$ cat src/speed_command_frame_encoder_assert.svh
// assertion macros shared by the speed command frame encoder rtl
`ifndef SPEED_COMMAND_FRAME_ENCODER_ASSERT_SVH
`define SPEED_COMMAND_FRAME_ENCODER_ASSERT_SVH

// property checked on every clock edge outside reset
`define SCFE_ASSERT_CLK(label, prop, msg) \
  label: assert property (@(posedge clk) disable iff (rst) (prop)) else $error(msg);

// property checked on every clock edge, reset included
`define SCFE_ASSERT_ALWAYS(label, prop, msg) \
  label: assert property (@(posedge clk) (prop)) else $error(msg);

`endif

$ cat src/scfe_pkg.sv
// shared types and constants of the speed command frame encoder
`default_nettype none

package scfe_pkg;

  localparam int unsigned RPM_W    = 16;
  localparam int unsigned BYTE_W   = 8;
  // rpm * 35 fits in 22 bits
  localparam int unsigned PROD_W   = 22;
  // scaled value is at most 764575
  localparam int unsigned SCALED_W = 20;

  // rpm * 700 / 60 == rpm * 35 / 3
  localparam logic [PROD_W-1:0] SCALE_MUL = PROD_W'(35);
  // ceil(2^23 / 3), exact floor division by 3 for values below 2^23
  localparam int unsigned RECIP_W     = 22;
  localparam int unsigned RECIP_SHIFT = 23;
  localparam logic [RECIP_W-1:0] RECIP_DIV3 = RECIP_W'(2796203);

  // fixed header bytes
  localparam logic [BYTE_W-1:0] SYNC0_BYTE = BYTE_W'(2);
  localparam logic [BYTE_W-1:0] SYNC1_BYTE = BYTE_W'(3);
  localparam logic [BYTE_W-1:0] ID_BYTE    = BYTE_W'(0);
  localparam logic [BYTE_W-1:0] LEN_BYTE   = BYTE_W'(4);

  // byte positions within a frame, in transmit order
  typedef enum logic [3:0] {
    POS_SYNC0 = 4'd0,
    POS_SYNC1 = 4'd1,
    POS_ID0   = 4'd2,
    POS_ID1   = 4'd3,
    POS_LEN   = 4'd4,
    POS_D0    = 4'd5,
    POS_D1    = 4'd6,
    POS_D2    = 4'd7,
    POS_D3    = 4'd8,
    POS_CKA   = 4'd9,
    POS_CKB   = 4'd10
  } scfe_pos_t;

  // one scaled command from the front end to the queue
  typedef struct packed {
    logic                valid;
    logic [SCALED_W-1:0] scaled;
  } scfe_cmd_t;

  // queue status seen by its neighbors
  typedef struct packed {
    logic full;
    logic empty;
  } scfe_qstat_t;

endpackage

`default_nettype wire

$ cat src/scfe_front.sv
// front end: accepts speed commands and scales them to erps x 100
`default_nettype none

module scfe_front (
  input  wire logic                              clk,
  input  wire logic                              rst,
  input  wire logic                              start,
  output logic                                   busy,
  input  wire logic [scfe_pkg::RPM_W-1:0]        speed_rpm,
  input  wire scfe_pkg::scfe_qstat_t             qstat,
  output scfe_pkg::scfe_cmd_t                    push
);
  import scfe_pkg::*;

  localparam int unsigned WIDE_W = PROD_W + RECIP_W;

  logic              s1_valid;
  logic [PROD_W-1:0] s1_prod;
  logic              s2_valid;
  logic [SCALED_W-1:0] s2_scaled;
  logic              s1_free;
  logic              s2_load;
  logic [WIDE_W-1:0] recip_prod;

  // stage handoff: stage 2 drains into the queue when it has room
  assign s2_load = !s2_valid || !qstat.full;
  assign s1_free = !s1_valid || s2_load;
  assign busy    = !s1_free;

  // divide by 3 through the reciprocal
  assign recip_prod = WIDE_W'(s1_prod) * WIDE_W'(RECIP_DIV3);

  // stage 1: rpm * 35
  always_ff @(posedge clk) begin
    if (rst) begin
      s1_valid <= 1'b0;
    end else if (s1_free) begin
      s1_valid <= start;
    end
    if (s1_free && start) begin
      s1_prod <= PROD_W'(speed_rpm) * SCALE_MUL;
    end
  end

  // stage 2: truncated quotient by 3
  always_ff @(posedge clk) begin
    if (rst) begin
      s2_valid <= 1'b0;
    end else if (s2_load) begin
      s2_valid <= s1_valid;
    end
    if (s2_load && s1_valid) begin
      s2_scaled <= recip_prod[RECIP_SHIFT +: SCALED_W];
    end
  end

  assign push.valid  = s2_valid && !qstat.full;
  assign push.scaled = s2_scaled;

endmodule

`default_nettype wire

$ cat src/scfe_queue.sv
// two-entry command queue between front end and frame sequencer
`default_nettype none

`include "speed_command_frame_encoder_assert.svh"

module scfe_queue (
  input  wire logic                  clk,
  input  wire logic                  rst,
  input  wire scfe_pkg::scfe_cmd_t   push,
  input  wire logic                  pop,
  output scfe_pkg::scfe_qstat_t      qstat,
  output logic [scfe_pkg::SCALED_W-1:0] head
);
  import scfe_pkg::*;

  logic [SCALED_W-1:0] entry [2];
  logic                wr_ptr;
  logic                rd_ptr;
  logic [1:0]          count;
  logic                do_pop;

  assign qstat.full  = (count == 2'd2);
  assign qstat.empty = (count == 2'd0);
  assign head        = entry[rd_ptr];
  assign do_pop      = pop && !qstat.empty;

  // entry storage
  always_ff @(posedge clk) begin
    if (push.valid) begin
      entry[wr_ptr] <= push.scaled;
    end
  end

  // pointers and fill count
  always_ff @(posedge clk) begin
    if (rst) begin
      wr_ptr <= 1'b0;
      rd_ptr <= 1'b0;
      count  <= 2'd0;
    end else begin
      if (push.valid) begin
        wr_ptr <= !wr_ptr;
      end
      if (do_pop) begin
        rd_ptr <= !rd_ptr;
      end
      unique case ({push.valid, do_pop})
        2'b10:   count <= count + 2'd1;
        2'b01:   count <= count - 2'd1;
        default: count <= count;
      endcase
    end
  end

  `SCFE_ASSERT_CLK(a_no_push_when_full, !(push.valid && qstat.full), "push into full queue")
  `SCFE_ASSERT_ALWAYS(a_count_bound, rst || (count != 2'd3), "queue count out of range")

endmodule

`default_nettype wire

$ cat src/scfe_back.sv
// frame sequencer: emits one frame byte per cycle while a frame is active, with running checksums
`default_nettype none

`include "speed_command_frame_encoder_assert.svh"

module scfe_back (
  input  wire logic                          clk,
  input  wire logic                          rst,
  input  wire scfe_pkg::scfe_qstat_t         qstat,
  input  wire logic [scfe_pkg::SCALED_W-1:0] head,
  output logic                               pop,
  output logic                               strobe,
  output logic [scfe_pkg::BYTE_W-1:0]        frame_byte,
  output logic                               last_byte
);
  import scfe_pkg::*;

  logic                active;
  scfe_pos_t           pos;
  logic [SCALED_W-1:0] scaled;
  logic [BYTE_W-1:0]   sum_a;
  logic [BYTE_W-1:0]   sum_b;
  logic [31:0]         word;
  logic [BYTE_W-1:0]   cur_byte;
  logic [BYTE_W-1:0]   sum_a_next;
  logic                frame_end;

  assign frame_end = active && (pos == POS_CKB);
  // next command starts right after the last byte of the current one
  assign pop       = !qstat.empty && (!active || frame_end);
  assign word      = 32'(scaled);

  // byte select for the current position
  always_comb begin
    unique case (pos)
      POS_SYNC0: cur_byte = SYNC0_BYTE;
      POS_SYNC1: cur_byte = SYNC1_BYTE;
      POS_ID0:   cur_byte = ID_BYTE;
      POS_ID1:   cur_byte = ID_BYTE;
      POS_LEN:   cur_byte = LEN_BYTE;
      POS_D0:    cur_byte = word[7:0];
      POS_D1:    cur_byte = word[15:8];
      POS_D2:    cur_byte = word[23:16];
      POS_D3:    cur_byte = word[31:24];
      POS_CKA:   cur_byte = sum_a;
      POS_CKB:   cur_byte = sum_b;
      default:   cur_byte = '0;
    endcase
  end

  assign sum_a_next = sum_a + cur_byte;

  // sequencer control
  always_ff @(posedge clk) begin
    if (rst) begin
      active <= 1'b0;
      strobe <= 1'b0;
      pos    <= POS_SYNC0;
    end else begin
      strobe <= active;
      if (pop) begin
        active <= 1'b1;
        pos    <= POS_SYNC0;
      end else if (frame_end) begin
        active <= 1'b0;
      end else if (active) begin
        pos <= scfe_pos_t'(pos + 4'd1);
      end
    end
  end

  // output byte and checksum accumulation
  always_ff @(posedge clk) begin
    if (active) begin
      frame_byte <= cur_byte;
      last_byte  <= (pos == POS_CKB);
    end
    if (pop) begin
      scaled <= head;
      sum_a  <= '0;
      sum_b  <= '0;
    end else if (active && (pos != POS_CKA) && (pos != POS_CKB)) begin
      sum_a <= sum_a_next;
      sum_b <= sum_b + sum_a_next;
    end
  end

  `SCFE_ASSERT_CLK(a_frame_contiguous, strobe && !last_byte |=> strobe, "gap inside a frame")
  `SCFE_ASSERT_CLK(a_last_from_ckb, strobe && last_byte |-> $past(pos) == POS_CKB, "bad last byte")

endmodule

`default_nettype wire

$ cat src/speed_command_frame_encoder.sv
// top level of the speed command frame encoder
//
// channel   direction  handshake            payload
// command   in         start / busy         speed_rpm[15:0]
// frame     out        strobe (no stall)    frame_byte[7:0], last_byte
//
// each command gives 11 bytes, one per cycle; frames follow each other
// without gaps while commands are waiting in the queue.
// a command passes the two multiplier stages, the queue, the sequencer state
// register and the sequencer output register before its first byte leaves.
// busy rises only when both multiplier stages and the two-entry queue hold
// commands; synchronous reset clears all control, no clearing pass is needed.
`default_nettype none

module speed_command_frame_encoder (
  input  wire logic                        clk,
  input  wire logic                        rst,
  input  wire logic                        start,
  output logic                             busy,
  input  wire logic [scfe_pkg::RPM_W-1:0]  speed_rpm,
  output logic                             strobe,
  output logic [scfe_pkg::BYTE_W-1:0]      frame_byte,
  output logic                             last_byte
);
  import scfe_pkg::*;

  scfe_cmd_t           push;
  scfe_qstat_t         qstat;
  logic [SCALED_W-1:0] head;
  logic                pop;

  // scaling front end
  scfe_front u_front (
    .clk       (clk),
    .rst       (rst),
    .start     (start),
    .busy      (busy),
    .speed_rpm (speed_rpm),
    .qstat     (qstat),
    .push      (push)
  );

  // command queue
  scfe_queue u_queue (
    .clk   (clk),
    .rst   (rst),
    .push  (push),
    .pop   (pop),
    .qstat (qstat),
    .head  (head)
  );

  // frame sequencer
  scfe_back u_back (
    .clk        (clk),
    .rst        (rst),
    .qstat      (qstat),
    .head       (head),
    .pop        (pop),
    .strobe     (strobe),
    .frame_byte (frame_byte),
    .last_byte  (last_byte)
  );

endmodule

`default_nettype wire

$ cat config.mk
export PLATFORM = sky130hd
export DESIGN_NAME = speed_command_frame_encoder
export DESIGN_NICKNAME = d
export VERILOG_FILES = /design/src/scfe_pkg.sv /design/src/scfe_front.sv /design/src/scfe_queue.sv /design/src/scfe_back.sv /design/src/speed_command_frame_encoder.sv
export VERILOG_INCLUDE_DIRS = /design/src /design/src/src
export SDC_FILE = /design/constraint.sdc
export NUM_CORES = 1
export LEC_CHECK = 0
export BUFFER_PORTS_ARGS = -buffer_cell sky130_fd_sc_hd__buf_2
export CAP_MARGIN = 20
export CORE_MARGIN = 2
export CORE_UTILIZATION = 25
export CTS_CLUSTER_SIZE = 30
export DETAILED_ROUTE_END_ITERATION = 10
export GPL_TIMING_DRIVEN = 0
export SETUP_SLACK_MARGIN = 0.4
export SLEW_MARGIN = 20
export SYNTH_ARGS = -nofsm -noshare
export SYNTH_HDL_FRONTEND = slang
export SYNTH_HIERARCHICAL = 1
export SYNTH_SLANG_ARGS = --single-unit
$ cat constraint.sdc
create_clock -name clk -period 6.43 [get_ports clk]
set_clock_uncertainty 0.2 [all_clocks]
set_input_delay 0.3215 -clock clk [delete_from_list [all_inputs] [get_ports clk]]
set_output_delay 0.3215 -clock clk [all_outputs]
set_load 0.01 [all_outputs]
# --- Word-level counts from Yosys, hierarchy flattened ---
# Memories as Yosys holds them, arrays and structs flattened. A register that Yosys moved wholly into a read port is not among the register bits.
# Index checks and enable logic that the tools add are counted.
classes:
  add_sub_neg: 5
  n_mul: 2
  eq_ne: 12
  mux: 6
  bitwise: 1
  reduce_logical: 25
ops:
  columns: ["cell", "n"]
  rows:
  - ["one-hot mux 8 bit (8 select lines)", 1]
  - ["multiplier 22 x 22 -> 43 bit, second input constant", 1]
  - ["multiplier 16 x 6 -> 22 bit, second input constant", 1]
  - ["adder 8 bit", 2]
  - ["== test 4 x 3 -> 1 bit, second input constant", 4]
  - ["== test 4 bit, second input constant", 2]
  - ["logical AND 1 bit", 8]
  - ["zero test 1 bit", 8]
  - ["inequality test 4 bit, second input constant", 2]
  - ["adder 4 x 1 -> 4 bit, second input constant", 1]
  - ["== test 2 bit, second input constant", 2]
  - ["== test 4 x 1 -> 1 bit, second input constant", 1]
  - ["zero test 4 bit", 1]
  - ["two-way mux 1 bit", 4]
  - ["one-hot mux 2 bit (2 select lines)", 1]
  - ["nonzero test 2 bit", 2]
  - ["logical OR 1 bit", 3]
  - ["adder 2 x 1 -> 2 bit, second input constant", 1]
  - ["== test 2 x 1 -> 1 bit, second input constant", 1]
  - ["zero test 2 bit", 1]
  - ["AND reduction 2 bit", 1]
  - ["OR reduction 2 bit", 1]
  - ["subtractor 2 x 1 -> 2 bit, second input constant", 1]
  - ["NOT 1 bit", 1]
totals:
  register_bits: 79
  mem_bits_rw: 40
  input_bits: 19
  word_cells: 66
  n_memories: 1
mem_list:
  columns: ["memory", "depth", "word_bits", "read_ports", "rd_clocked_by_memory_dff", "wr", "line_no", "source"]
  rows:
  - ["u_queue.entry", 2, 20, 1, 1, 1, "scfe_queue.sv:16", "logic [SCALED_W-1:0] entry [2];"]

# --- Logic depth before layout (Yosys ltp) ---
# Gate-level depths: netlist (run 1).
depth:
  depth_word: 7
  depth_mapped: 21

# --- By module ---
# Netlist (run 1), hierarchy kept.
modules_own_cells:
  columns: ["module", "n_inst", "cells_each", "area_each_um2", "seq_area_each_um2"]
  rows:
  - ["scfe_front", 1, 1161, 11546.1, 1301.2]
  - ["scfe_back", 1, 223, 2496.1, 1311.3]
  - ["scfe_queue", 1, 85, 1649.1, 1301.2]

# --- Worst setup path after synthesis (run 1) ---
# No wires, ideal clock.
synth_timing:
  path_type: "register -> register"
  startpoint: "register u_front.s1_prod[14]"
  endpoint: "register u_front.s2_scaled[3], data pin"
  setup_time_ps: 260
  t_arrival_ps: 5601
  t_required_ps: 5970
  path_slack_ps: 369
  stages_incl_launch_ff: 20
  n_path_buf: 0
  path_cell_list: "edfxtp_1 -> ha_1 -> inv_1 -> fa_1 -> fa_1 -> inv_1 -> fa_1 -> fa_1 -> fa_1 -> inv_1 -> fa_1 -> inv_1 -> ha_1 -> a211oi_1 -> o21ai_1 -> a41oi_1 -> a211oi_1 -> or2_1 -> a21oi_2 -> xnor2_1"
synth_between:
  elab_chain_cells: 1
synth_rtl:
  columns: ["item", "line_no", "source"]
  rows:
  - ["start: declaration", "scfe_front.sv:18", "logic [PROD_W-1:0] s1_prod;"]
  - ["start signal: assignment", "scfe_front.sv:41", "s1_prod <= PROD_W'(speed_rpm) * SCALE_MUL;"]
  - ["multiplier 22 x 22 -> 43 bit", "scfe_front.sv:31", "assign recip_prod = WIDE_W'(s1_prod) * WIDE_W'(RECIP_DIV3);"]
  - ["via u_front.recip_prod[26]", "scfe_front.sv:23", "logic [WIDE_W-1:0] recip_prod;"]
  - ["end signal: assignment", "scfe_front.sv:53", "s2_scaled <= recip_prod[RECIP_SHIFT +: SCALED_W];"]
  - ["end: declaration", "scfe_front.sv:20", "logic [SCALED_W-1:0] s2_scaled;"]
# The timed path passes the listed nets, and every way through them passes these cells.
# A chain may end at the register's enable or synchronous reset.

# --- Worst setup path in the final report (run 1) ---
layout_timing:
  startpoint: "register u_front.s1_prod[15]"
  endpoint: "register u_front.s2_scaled[7], data pin"
# Same word-level chain as after synthesis.

==> results of run 1 <==
## per-layer routing
| metal | part of all wire [%] | vias to the layer above |
|---|---|---|
| met3 | 4.3 | 51 |
| met1 | 45 | 5239 |
| li1 | - | 5134 |
| met4 | 2.5 | 0 |
| met5 | 0 | - |
| met2 | 48 | 199 |
## placed cells by master, fill, tap and decap left out, types with 11 or more instances in the layout
cell type,instances
sky130_fd_sc_hd__dfxtp_1,29
sky130_fd_sc_hd__o21ai_1,12
sky130_fd_sc_hd__inv_1,325
sky130_fd_sc_hd__a21oi_1,57
sky130_fd_sc_hd__ha_4,18
sky130_fd_sc_hd__xnor2_1,33
sky130_fd_sc_hd__fa_1,179
sky130_fd_sc_hd__nand3_1,18
sky130_fd_sc_hd__clkbuf_16,17
sky130_fd_sc_hd__nor3_1,12
sky130_fd_sc_hd__a22oi_1,11
sky130_fd_sc_hd__nor2_1,42
sky130_fd_sc_hd__buf_4,58
sky130_fd_sc_hd__inv_2,18
sky130_fd_sc_hd__nand2_1,56
sky130_fd_sc_hd__edfxtp_1,111
sky130_fd_sc_hd__xor2_1,20
sky130_fd_sc_hd__buf_2,34
sky130_fd_sc_hd__buf_6,16
sky130_fd_sc_hd__ha_1,252
sky130_fd_sc_hd__mux2_2,20
sky130_fd_sc_hd__o21ai_0,22
sky130_fd_sc_hd__a21o_1,25
## synthesized netlist by cell type, types with 13 or more instances
cell type,count
sky130_fd_sc_hd__o21ai_0,26
sky130_fd_sc_hd__xor2_1,21
sky130_fd_sc_hd__a21o_1,25
sky130_fd_sc_hd__xnor2_1,34
sky130_fd_sc_hd__fa_1,185
sky130_fd_sc_hd__nor3_1,15
sky130_fd_sc_hd__a21oi_1,67
sky130_fd_sc_hd__nand2_1,60
sky130_fd_sc_hd__nand3_1,19
sky130_fd_sc_hd__nor2_1,46
sky130_fd_sc_hd__dfxtp_1,29
sky130_fd_sc_hd__ha_1,277
sky130_fd_sc_hd__mux2_2,20
sky130_fd_sc_hd__edfxtp_1,111
sky130_fd_sc_hd__o21ai_1,13
sky130_fd_sc_hd__inv_1,347
## state kept, by name, indices dropped and copies added, names as in the netlist, named ones only
signal / count
u_back/sum_b: 8
u_front/s2_scaled: 20
u_queue/rd_ptr: 1
u_back/frame_byte: 8
u_front/s1_prod: 22
u_back/scaled: 20
u_back/sum_a: 8
u_back/last_byte: 1
u_queue/entry: 40
u_back/active: 1
u_front/s2_valid: 1
u_back/pos: 4
u_queue/count: 2
u_back/strobe: 1
u_front/s1_valid: 1
u_queue/wr_ptr: 1
## cell type report
class / instances / area (um^2)
fill: 6254 / 43120
multi-input combinational: 963 / 10960
sequential: 140 / 3914
inverter: 347 / 1313
tap: 837 / 1047
timing repair buffer: 105 / 793.3
clock buffer: 17 / 425.4
clock inverter: 15 / 155.1
buffer: 19 / 97.59
## timing repair
item / in CTS / in global routing
resized for setup: 96 / 44
endpoints found under the setup margin: 20 / 20
endpoints found under the hold margin: 2 / 0
hold buffers: 2 / 0
buffers inserted: 42 / 29
pin swaps: 67 / 60
## worst reg2reg max path, cell delays in order, from the launching register on
cell	delay (ns)
sky130_fd_sc_hd__edfxtp_1	0.52
sky130_fd_sc_hd__buf_6	0.19
sky130_fd_sc_hd__ha_4	0.27
sky130_fd_sc_hd__inv_2	0.05
sky130_fd_sc_hd__fa_1	0.50
sky130_fd_sc_hd__fa_1	0.50
sky130_fd_sc_hd__inv_1	0.05
sky130_fd_sc_hd__fa_1	0.51
sky130_fd_sc_hd__fa_2	0.46
sky130_fd_sc_hd__fa_1	0.49
sky130_fd_sc_hd__inv_1	0.06
sky130_fd_sc_hd__fa_2	0.56
sky130_fd_sc_hd__inv_2	0.06
sky130_fd_sc_hd__ha_4	0.28
sky130_fd_sc_hd__a41oi_1	0.12
sky130_fd_sc_hd__o21ai_1	0.16
sky130_fd_sc_hd__a41oi_2	0.24
sky130_fd_sc_hd__a2111oi_4	0.33
sky130_fd_sc_hd__buf_4	0.19
sky130_fd_sc_hd__o21bai_4	0.07
sky130_fd_sc_hd__a21oi_4	0.26
sky130_fd_sc_hd__buf_4	0.15
sky130_fd_sc_hd__nor2_1	0.03
## path summary, 6_finish.rpt
kind | from | to | slack (ns) | cells past startpoint
setup reg to reg | u_front/s1_prod[15] | u_front/s2_scaled[7] | -0.03 | 22
setup / recovery | u_front/s1_prod[15] | u_front/s2_scaled[7] | -0.03 | 22
hold reg to reg | u_front/s2_scaled[17] | u_queue/entry[1][17] | 0.24 | 0
hold / removal | rst | u_back/pos[2] | 0.03 | 2
## per-stage QoR
| stage | instances | TNS (ns) |
|---|---|---|
| finish | 2443 | -0.07251 |
| global route | 2443 | -1.137 |
| CTS | 2414 | -0.02531 |
| detailed placement | 2338 | -7.812 |
| global placement | 2335 | -5.260 |
| floorplan | 1469 | 0 |
## cell families (layout without fill, tap and decap cells)
kind of cell,after synthesis,after routing,share of synthesized area [%]
AOI/OAI and AO/OA,227,227,9.704
xor gates and xnor gates,55,55,3.070
adders and majority gates,462,462,45.69
buffers and inverters,366,503,8.899
DFF,140,140,24.94
muxes,25,25,1.754
and+or+nand+nor,194,194,5.941
==> results.txt, run 1 <==
The run finished, with violations left. The checks that failed: setup timing. The commonest register cell after synthesis was sky130_fd_sc_hd__edfxtp_1. The tools report the final-report hold violation count as 0. For this run the aggregate overflow at the end of global routing stands at 0. Number of buffers added on ports: 29.

After synthesis, the cell types taking the most area are sky130_fd_sc_hd__fa_1 24%, sky130_fd_sc_hd__ha_1 22%, sky130_fd_sc_hd__edfxtp_1 21%, sky130_fd_sc_hd__inv_1 8.3%, sky130_fd_sc_hd__dfxtp_1 3.7%. In the global route stage, overall resource usage came out at 11.34%. For this run, design rule violations remaining after detail routing come to 0. In this run the remaining antenna-violating nets after routing total 0.

After detailed routing, the average wire length per cell comes to 14.74 um. Most common cell type on the critical path: sky130_fd_sc_hd__fa_1. For the count of distinct cell types in the synthesized netlist, the log shows 73. The floorplan step defined a die boundary enclosing 0.06479 mm^2. Cell at the root of the clock tree: sky130_fd_sc_hd__clkbuf_16.

The critical path's top delay family is adder cells. The final cycle utilization of the critical path came out at 100.5%. Headroom to the max-slew limit came out at 34.49%.

The detailed-routing iteration count for the pre-antenna-repair pass is 5, and the register bit total from synthesis is 140. The tools report the startpoint type of the worst setup path as a flop. Required time of the critical path: 6.42 ns. In this run the deepest clock path goes through 2 buffers.

The finished cells cover 0.01871 mm^2. Entering global routing, the biggest net connects 31 pins. The combined area of all synthesized cells is 0.01569 mm^2. After detailed placement, the total cell area comes to 0.01694 mm^2.

In this run the most used layer during global routing was met2. In this run the count of I/O pins placed on the die edge is 30. The min-delay analysis places its worst path in the category primary input to flop. After synthesis, flip-flops and latches occupy 24.94% of the total area. The detailed placer's ending HPWL is 28.96 mm. The run gives 140 as the number of clock sinks.

In the global route stage, met1 resource usage came out at 14.61%. For the pin with the worst max-slew slack, the measured transition is 0.9827 ns. The total CTS buffers came out at 17. Timing would allow up to 154.8 MHz.

The worst path in the final design needs a cycle of 6.459 ns, including I/O delays and setup. The worst-case hold slack is 0.02758 ns, and the count of flip-flops with a built-in enable after synthesis is 111. The top-area cell type share of the netlist area was 23.60%; the total nets after synthesis was 1950.

The core region is 0.06183 mm^2. The number of global-route vias before repair is 11.17k, and the maximum fanout count along the critical path is 3. The worst path buffer plus inverter count was 7.

Largest area contributor in the netlist: sky130_fd_sc_hd__fa_1. Initial antenna violation count: 0. The worst-case setup margin in the final layout was -0.02906 ns. Critical path endpoint category: a flop. The area added between synthesis and finish came out at 19.22%. TritonCTS built the clock tree.

The height of the die was 254.5 um. The routed layout has 10.62k vias. The run gives 2.256% as the met3 usage. The critical path in this run is classified as flop to flop.

The tools report the count of maximum capacitance violations as 0. The overall die width is 254.5 um. Once layout is complete, the utilization of the core stands at 30.26%. Traced cell by cell, the critical path runs through buf_6 > ha_4 > inv_2 > fa_1 > fa_1 > inv_1 > fa_1 > fa_2 > fa_1 > inv_1 > fa_2 > inv_2 > ha_4 > a41oi_1 > o21ai_1 > a41oi_2 > a2111oi_4 > buf_4 > o21bai_4 > a21oi_4 > buf_4 > nor2_1.

The number of nets in the layout was 2074. Setup repair after global routing could not meet its margin everywhere. Setup violations remaining at the end of the flow were counted as 3. The maximum single-stage delay on the critical path was 0.56 ns; the global-route wire length before repair was 57.55 mm.

Global routing used 18.86% of the available met2 tracks. The final estimated routing congestion in global placement was 0.8677; the number of instances in the synthesized netlist was 1469. In the final layout, the share of cells above drive strength 1 is 17.37%. Wires add up to 36.02 mm. Using the TritonRoute via totals, the vias-per-cell ratio works out to 4.348.

Max-slew violation total from the final report: 0. The logs give 4 for the total number of H-tree levels and 0.43 ns for the source-to-sink clock delay at the later pin of the worst-skew pair. The tools report the DRC violation total after the first TritonRoute iteration as 580. STA puts the critical path data arrival time at 6.44 ns. The Yosys step of the flow raised 6 warnings.

The clock-pin slew on the worst setup and hold paths was 0.06 ns. Among all stages on the critical path, the largest delay is contributed by sky130_fd_sc_hd__fa_2. In the synthesized netlist the async set-or-reset flop fraction comes to 0%. The initial core utilization was 25.38%; the number of diodes added for antenna fixing was 0. At the placement stage, the worst setup path has a slack of -0.7185 ns. The total number of placement rows is 91. The mean cell area of the mapped netlist came out at 10.68 um^2.
Power of run 1 is left out: the tool's default activity adds up to more than one toggle a clock period on the data nets, which glitch-free logic cannot reach.
==> run 2: changes to the inputs <==
--- a/config.mk
+++ b/config.mk
@@ -12,2 +12,3 @@
 export CORE_UTILIZATION = 25
+export CTS_CLUSTER_DIAMETER = 80
 export CTS_CLUSTER_SIZE = 30
==> constraint.sdc (replaced) <==
create_clock -name clk -period 6.43 [get_ports clk]
set_clock_uncertainty 0.2 [all_clocks]
set_input_delay 0 -clock clk [delete_from_list [all_inputs] [get_ports clk]]
set_output_delay 0 -clock clk [all_outputs]
set_load 0.01 [all_outputs]
==> results.txt, run 2 (synthesized netlist as in run 1, its figures left out) <==
The slack of the worst reg-to-reg path came out at -0.02 ns (about the same). The routed wirelength normalized by instance count is 14.70 um (-0.28%). The kind of critical path is flop to flop.

The slew at the pin closest to its max-slew limit is 0.9828 ns (+0.0001138 ns), and the global-route usage over all layers is 11.35% (+0.015 points). The tree is rooted in a sky130_fd_sc_hd__clkbuf_16. The run gives 6.41 ns (about the same) as the required time of the critical path.

u_queue/entry holds more flip-flops than any other register. The logs give 0 (unchanged) for the count of maximum capacitance violations and 31 (unchanged) for the maximum number of pins on one net before global-route repair. Number of top-level design ports: 30 (unchanged). The beginning of the worst register-to-register path is u_front/s1_prod[15]. The placeable core region was 0.06183 mm^2 (unchanged); the number of instances on the worst hold path was 4 (+2).

The number of global-route vias before repair came out at 11.20k (+0.30%). The number of nets in the layout is 2082 (+0.39%). The worst setup path is captured at a flop. The number of vias after detailed routing came out at 10.64k (+0.11%). The path with the worst hold slack has its endpoint at u_front/s1_prod[21]. The overall die width works out to 254.5 um (unchanged). The run finished, with violations left.

Worst slew margin relative to its limit: 34.48% (about the same). The endpoint identified for the worst register-to-register timing path is u_front/s2_scaled[7]. The DRC violation total after the first TritonRoute iteration came out at 532 (-8.3%).

Number of diodes added for antenna fixing: 0 (unchanged). Detailed placer's ending HPWL: 28.96 mm (unchanged). The initial antenna violation count was 0 (unchanged); the number of clock sinks was 140 (unchanged). The number of routed nets with antenna violations came out at 0 (unchanged).

The final-report hold violation count was 0 (unchanged). For the overall routed net length, the log shows 36.03 mm (about the same). Total number of placement rows: 91 (unchanged). The tools report the global-route wire length before repair as 57.63 mm (+0.14%). For the total CTS buffers, the log shows 17 (unchanged). Source-to-sink clock delay at the later pin of the worst-skew pair: 0.43 ns (about the same).

The final cycle utilization of the critical path works out to 100.2% (-0.21 points). The clock-pin slew on the worst setup and hold paths was 0.06 ns (about the same); the maximum number of buffers from clock root to sink was 2 (unchanged). The startpoint identified for the worst hold timing path is speed_rpm[13].

Final period demand of the worst path: 6.445 ns (-0.01380 ns). Setup repair after global routing could not meet its margin everywhere. The global-route congestion overflow total is 0 (unchanged). The run gives 0 (unchanged) as the max-slew violation total from the final report.

The share of final-layout standard cells stronger than drive strength 1 was 17.29% (-0.086 points); the flip-flop count of the largest register after layout was 40 (unchanged). The tools report the worst-case setup margin in the final layout as -0.01527 ns (+0.01380 ns). STA classifies the critical path startpoint as a flop. The checks that failed: setup timing.

The upper clock frequency limit was 155.2 MHz (+0.21%). The final non-filler cell area was 0.01879 mm^2 (+0.43%); the final estimated routing congestion in global placement was 0.8677 (unchanged). The number of buffers added on ports is 29 (unchanged), and the initial core utilization is 25.38% (unchanged). TritonCTS built the clock tree. The largest registers in the layout are u_queue/entry x40, u_front/s1_prod x22. The logs give 0.06479 mm^2 (unchanged) for the die footprint and 3 (unchanged) for the total setup violations reported at the end of the flow. The run gives 0 (unchanged) as the remaining design rule violation count. In this run the worst hold path is classified as primary input to flop. The area added between synthesis and finish was 19.73%. The tools report the signal arrival time at the worst endpoint as 6.43 ns (about the same). Leaving out fill and tap cells, the most frequent cells in the layout are 325 x sky130_fd_sc_hd__inv_1, 252 x sky130_fd_sc_hd__ha_1, 179 x sky130_fd_sc_hd__fa_1. The run gives 5 (unchanged) as the detailed-routing iteration count for the pre-antenna-repair pass. The leading cell type in the layout, fill and taps excluded was sky130_fd_sc_hd__inv_1. The placed instance area came out at 0.01694 mm^2 (unchanged). The worst-case reg-to-reg path depth is 22 (unchanged). The height of the die is 254.5 um (unchanged).

The run gives 4 (unchanged) as the total number of H-tree levels. The post-detailed-route via-to-cell ratio was 4.339 (-0.21%); the maximum fanout count along the critical path was 3 (unchanged).
-- run 2: routing by layer --
layer	wire length [um]	track usage, %	part of all wire [%]	up-vias
li1	-	-	-	5153
met1	16250	14.61	45	5226
met2	17220	18.92	48	209
met3	1646	2.256	4.6	47
met4	910	4.043	2.5	0
met5	0	0	0	-
-- run 2: worst max path at each step --
stage	start	end	slack, ns	depth (start not counted)
final	u_front/s1_prod[15]	u_front/s2_scaled[7]	-0.02	22
after global routing	u_front/s1_prod[15]	u_front/s2_scaled[11]	-0.16	22
after CTS	u_front/s1_prod[15]	u_front/s2_scaled[15]	-0.03	23
after detailed placement	u_front/s1_prod[14]	u_front/s2_scaled[16]	-0.72	19
after global placement	u_front/s1_prod[14]	u_front/s2_scaled[16]	-0.52	19
after floorplan	u_front/s1_prod[17]	u_front/s2_scaled[14]	0.39	19
-- run 2: layout make-up --
cell class,count,area (um^2)
buffer,19,97.59
clock inverter,15,155.1
multi-input combinational,963,10960
fill,6250,43040
clock buffer,17,425.4
inverter,347,1313
tap,837,1047
timing repair buffer,113,873.3
sequential,140,3914
-- run 2: worst max-delay path: stages (launching register included) --
cell and delay (ns):
sky130_fd_sc_hd__edfxtp_1 0.52, sky130_fd_sc_hd__buf_6 0.18, sky130_fd_sc_hd__ha_4 0.27, sky130_fd_sc_hd__inv_2 0.05
sky130_fd_sc_hd__fa_1 0.50, sky130_fd_sc_hd__fa_1 0.49, sky130_fd_sc_hd__inv_1 0.05, sky130_fd_sc_hd__fa_1 0.51
sky130_fd_sc_hd__fa_2 0.46, sky130_fd_sc_hd__fa_1 0.49, sky130_fd_sc_hd__inv_1 0.06, sky130_fd_sc_hd__fa_2 0.56
sky130_fd_sc_hd__inv_2 0.06, sky130_fd_sc_hd__ha_4 0.28, sky130_fd_sc_hd__a41oi_1 0.12, sky130_fd_sc_hd__o21ai_1 0.16
sky130_fd_sc_hd__a41oi_2 0.24, sky130_fd_sc_hd__a2111oi_4 0.32, sky130_fd_sc_hd__buf_4 0.19, sky130_fd_sc_hd__o21bai_4 0.07
sky130_fd_sc_hd__a21oi_4 0.26, sky130_fd_sc_hd__buf_4 0.15, sky130_fd_sc_hd__nor2_1 0.04
-- run 2: repair_timing --
action / 4_1_cts / 5_1_grt
setup endpoints to repair: 20 / 20
endpoints found under the hold margin: 30 / 0
hold buffers: 10 / 0
buffers inserted: 42 / 29
gates resized for setup: 96 / 44
pin swaps: 67 / 60
-- run 2: through the flow --
step / setup WS, ns / hold WS, ns / TNS [ns] / instances / util, %
CTS: -0.02531 / 0.009534 / -0.02531 / 2422 / 29.77
floorplan: 0.3945 / -0.1309 / 0 / 1469 / -
global route: -0.1557 / 0.07366 / -1.137 / 2451 / 30.39
finish: -0.01527 / 0.04073 / -0.02343 / 2451 / 30.39
detailed placement: -0.7185 / 0.03057 / -7.812 / 2338 / 27.40
global placement: -0.5223 / 0.03795 / -5.260 / 2335 / 27.32
Power of run 2 is left out for the same reason.
==> run 3: changes to the inputs <==
- CORE_UTILIZATION: 25 -> 50
- PLACE_DENSITY: unset -> 0.68
==> results.txt, run 3 (synthesized netlist as in run 1, its figures left out) <==
Overall routed net length: 35.56 mm (-1.3%). The run gives 690 (+30%) as the DRC violation total after the first TritonRoute iteration. The final-report hold violation count was 0 (unchanged).

The number of nets in the layout is 2095 (+0.62%), and the maximum fanout count along the critical path is 3 (unchanged). The global-route usage over all layers was 22.25% (+11 points). The total number of placement rows came out at 64 (-30%). The path category of the worst min-delay check is primary input to flop. The final cycle utilization of the critical path was 98.23% (-2.0 points); the global-route congestion overflow total was 0 (unchanged). For the global-route wire length before repair, the log shows 57.10 mm (-0.91%). The logs give 0.05871 ns (+0.01799 ns) for the worst-case hold slack and 4 (unchanged) for the total number of H-tree levels.

Maximum single-stage delay on the critical path: 0.54 ns (-0.02 ns). The tools report the critical path endpoint category as a flop. The run gives 0.9395 (+8.3%) as the final estimated routing congestion in global placement. The startpoint type of the worst setup path is a flop. The total CTS buffers came out at 17 (unchanged). The critical path is of the flop to flop type. The detailed-routing iteration count for the pre-antenna-repair pass is 5 (unchanged), and the number of vias after detailed routing is 10.87k (+2.2%).

The max-slew violation total from the final report was 0 (unchanged). Die footprint: 0.03282 mm^2 (-49%). In the final layout, the registers with the most flip-flops are u_queue/entry x40, u_front/s1_prod x22.

CTS placed an instance of sky130_fd_sc_hd__clkbuf_16 at the clock tree root. For the source-to-sink clock delay at the later pin of the worst-skew pair, the log shows 0.43 ns (about the same). The remaining design rule violation count was 0 (unchanged); the count of fill cells added during filler insertion was 2482 (-60%).

The final period demand of the worst path was 6.316 ns (-0.1294 ns). The run finished with clean final reports. The share of final-layout standard cells stronger than drive strength 1 works out to 18.07% (+0.78 points). The library cell contributing the largest single delay on the critical path was sky130_fd_sc_hd__fa_1. Number of buffers added on ports: 29 (unchanged). The number of clock sinks was 140 (unchanged). The final non-filler cell area is 0.01835 mm^2 (-2.3%).

The required time of the critical path is 6.37 ns (-0.04 ns), and the slew at the pin closest to its max-slew limit is 0.9548 ns (-0.02799 ns). The flip-flop count of the largest register after layout is 40 (unchanged). The total setup violations reported at the end of the flow came out at 0 (-3). The initial core utilization was 51.03% (+26 points); the worst-case setup margin in the final layout was 0.1141 ns (+0.1294 ns).

The run gives 31 (unchanged) as the maximum number of pins on one net before global-route repair. The worst slew margin relative to its limit was 36.35% (+1.9 points). The area growth from synthesis to layout is 16.97%. Count of maximum capacitance violations: 0 (unchanged). Leaving out fill and tap cells, the most frequent cell in the layout is sky130_fd_sc_hd__inv_1. The number of top-level design ports came out at 30 (unchanged). TritonCTS built the clock tree. The signal arrival time at the worst endpoint was 6.26 ns (-0.17 ns); the height of the die was 181.2 um (-29%).

The register with the highest flop count was u_queue/entry. The number of routed nets with antenna violations was 0 (unchanged). The clock-pin slew on the worst setup and hold paths is 0.07 ns (about the same). Setup repair after global routing could not meet its margin everywhere. The post-detailed-route via-to-cell ratio is 5.375 (+24%), and the placeable core region is 0.03075 mm^2 (-50%). The logs give 27.54 mm (-4.9%) for the detailed placer's ending HPWL and -0.6184 ns (+0.1001 ns) for the worst setup timing slack at the placement stage. The run gives 11.03k (-1.5%) as the number of global-route vias before repair. The maximum number of buffers from clock root to sink was 2 (unchanged); the number of diodes added for antenna fixing was 0 (unchanged).

Walking the worst path, the cells encountered are buf_6 > ha_4 > inv_4 > fa_2 > fa_1 > inv_2 > fa_1 > fa_2 > fa_1 > inv_2 > fa_1 > inv_2 > ha_4 > a211oi_4 > buf_4 > o21ai_4 > a41oi_4 > a2111oi_4 > o21bai_1 > a21oi_2 > a311oi_2. In the layout the commonest cells are 328 x sky130_fd_sc_hd__inv_1, 249 x sky130_fd_sc_hd__ha_1, 177 x sky130_fd_sc_hd__fa_1. The routed wirelength normalized by instance count came out at 17.58 um (+20%). The tools report the initial antenna violation count as 0 (unchanged). The final core area utilization came out at 59.69% (+29 points). The run gives 0.01638 mm^2 (-3.3%) as the placed instance area. The most common cell type on the critical path is sky130_fd_sc_hd__fa_1. The upper clock frequency limit was 158.3 MHz (+2.0%); the overall die width was 181.2 um (-29%).
==> run 3: routing by layer <==
metal	part of all wire (%)	wire length [um]	track usage [%]
met1	46	16260	30.88
met3	4.5	1600	3.407
met5	0	0	0
met4	1.9	661	5.789
met2	48	17040	36.60
==> run 3: through the flow <==
step           TNS (ns)  instances
3_5_place_dp     -6.097       1896
2_1_floorplan         0       1469
3_3_place_gp     -4.945       1894
4_1_cts               0       1992
5_1_grt        -0.05000       2023
6_report              0       2023
==> run 3: worst max-delay path: cells and delay by family (launching register included) <==
kind	cells	cell delay, ns
flops	1	0.46
fa+ha+maj	8	3.56
compound gates	7	1.33
buf+inv	6	0.47
==> run 3: layout make-up <==
| cell class | count | area [um^2] | share of cell area [%] |
|---|---|---|---|
| Buffer | 19 | 97.59 | 0.5317 |
| Clock buffer | 17 | 425.4 | 2.318 |
| Clock inverter | 15 | 168.9 | 0.9203 |
| Inverter | 347 | 1313 | 7.151 |
| Multi-Input combinational cell | 963 | 11000 | 59.94 |
| Sequential cell | 140 | 3914 | 21.32 |
| Tap cell | 396 | 495.5 | 2.700 |
| Timing Repair Buffer | 126 | 938.4 | 5.113 |
==> run 3: path summary, 6_finish.rpt <==
kind,startpoint,endpoint,slack [ns],cells after the start
worst max-delay path,u_front/s1_prod[16],u_front/s2_scaled[12],0.11,21
worst min-delay path,speed_rpm[4],u_front/s1_prod[4],0.06,4
worst max register to register,u_front/s1_prod[16],u_front/s2_scaled[12],0.11,21
worst min register to register,u_front/s2_scaled[12],u_queue/entry[1][12],0.23,0
==> run 3: timing repair <==
action,4_1_cts,5_1_grt
gates resized for setup,91,49
setup buffers,53,31
pin swaps,72,60
hold buffers,11,0
setup endpoints to repair,20,20
endpoints found under the hold margin,42,0
Power of run 3 is left out for the same reason.
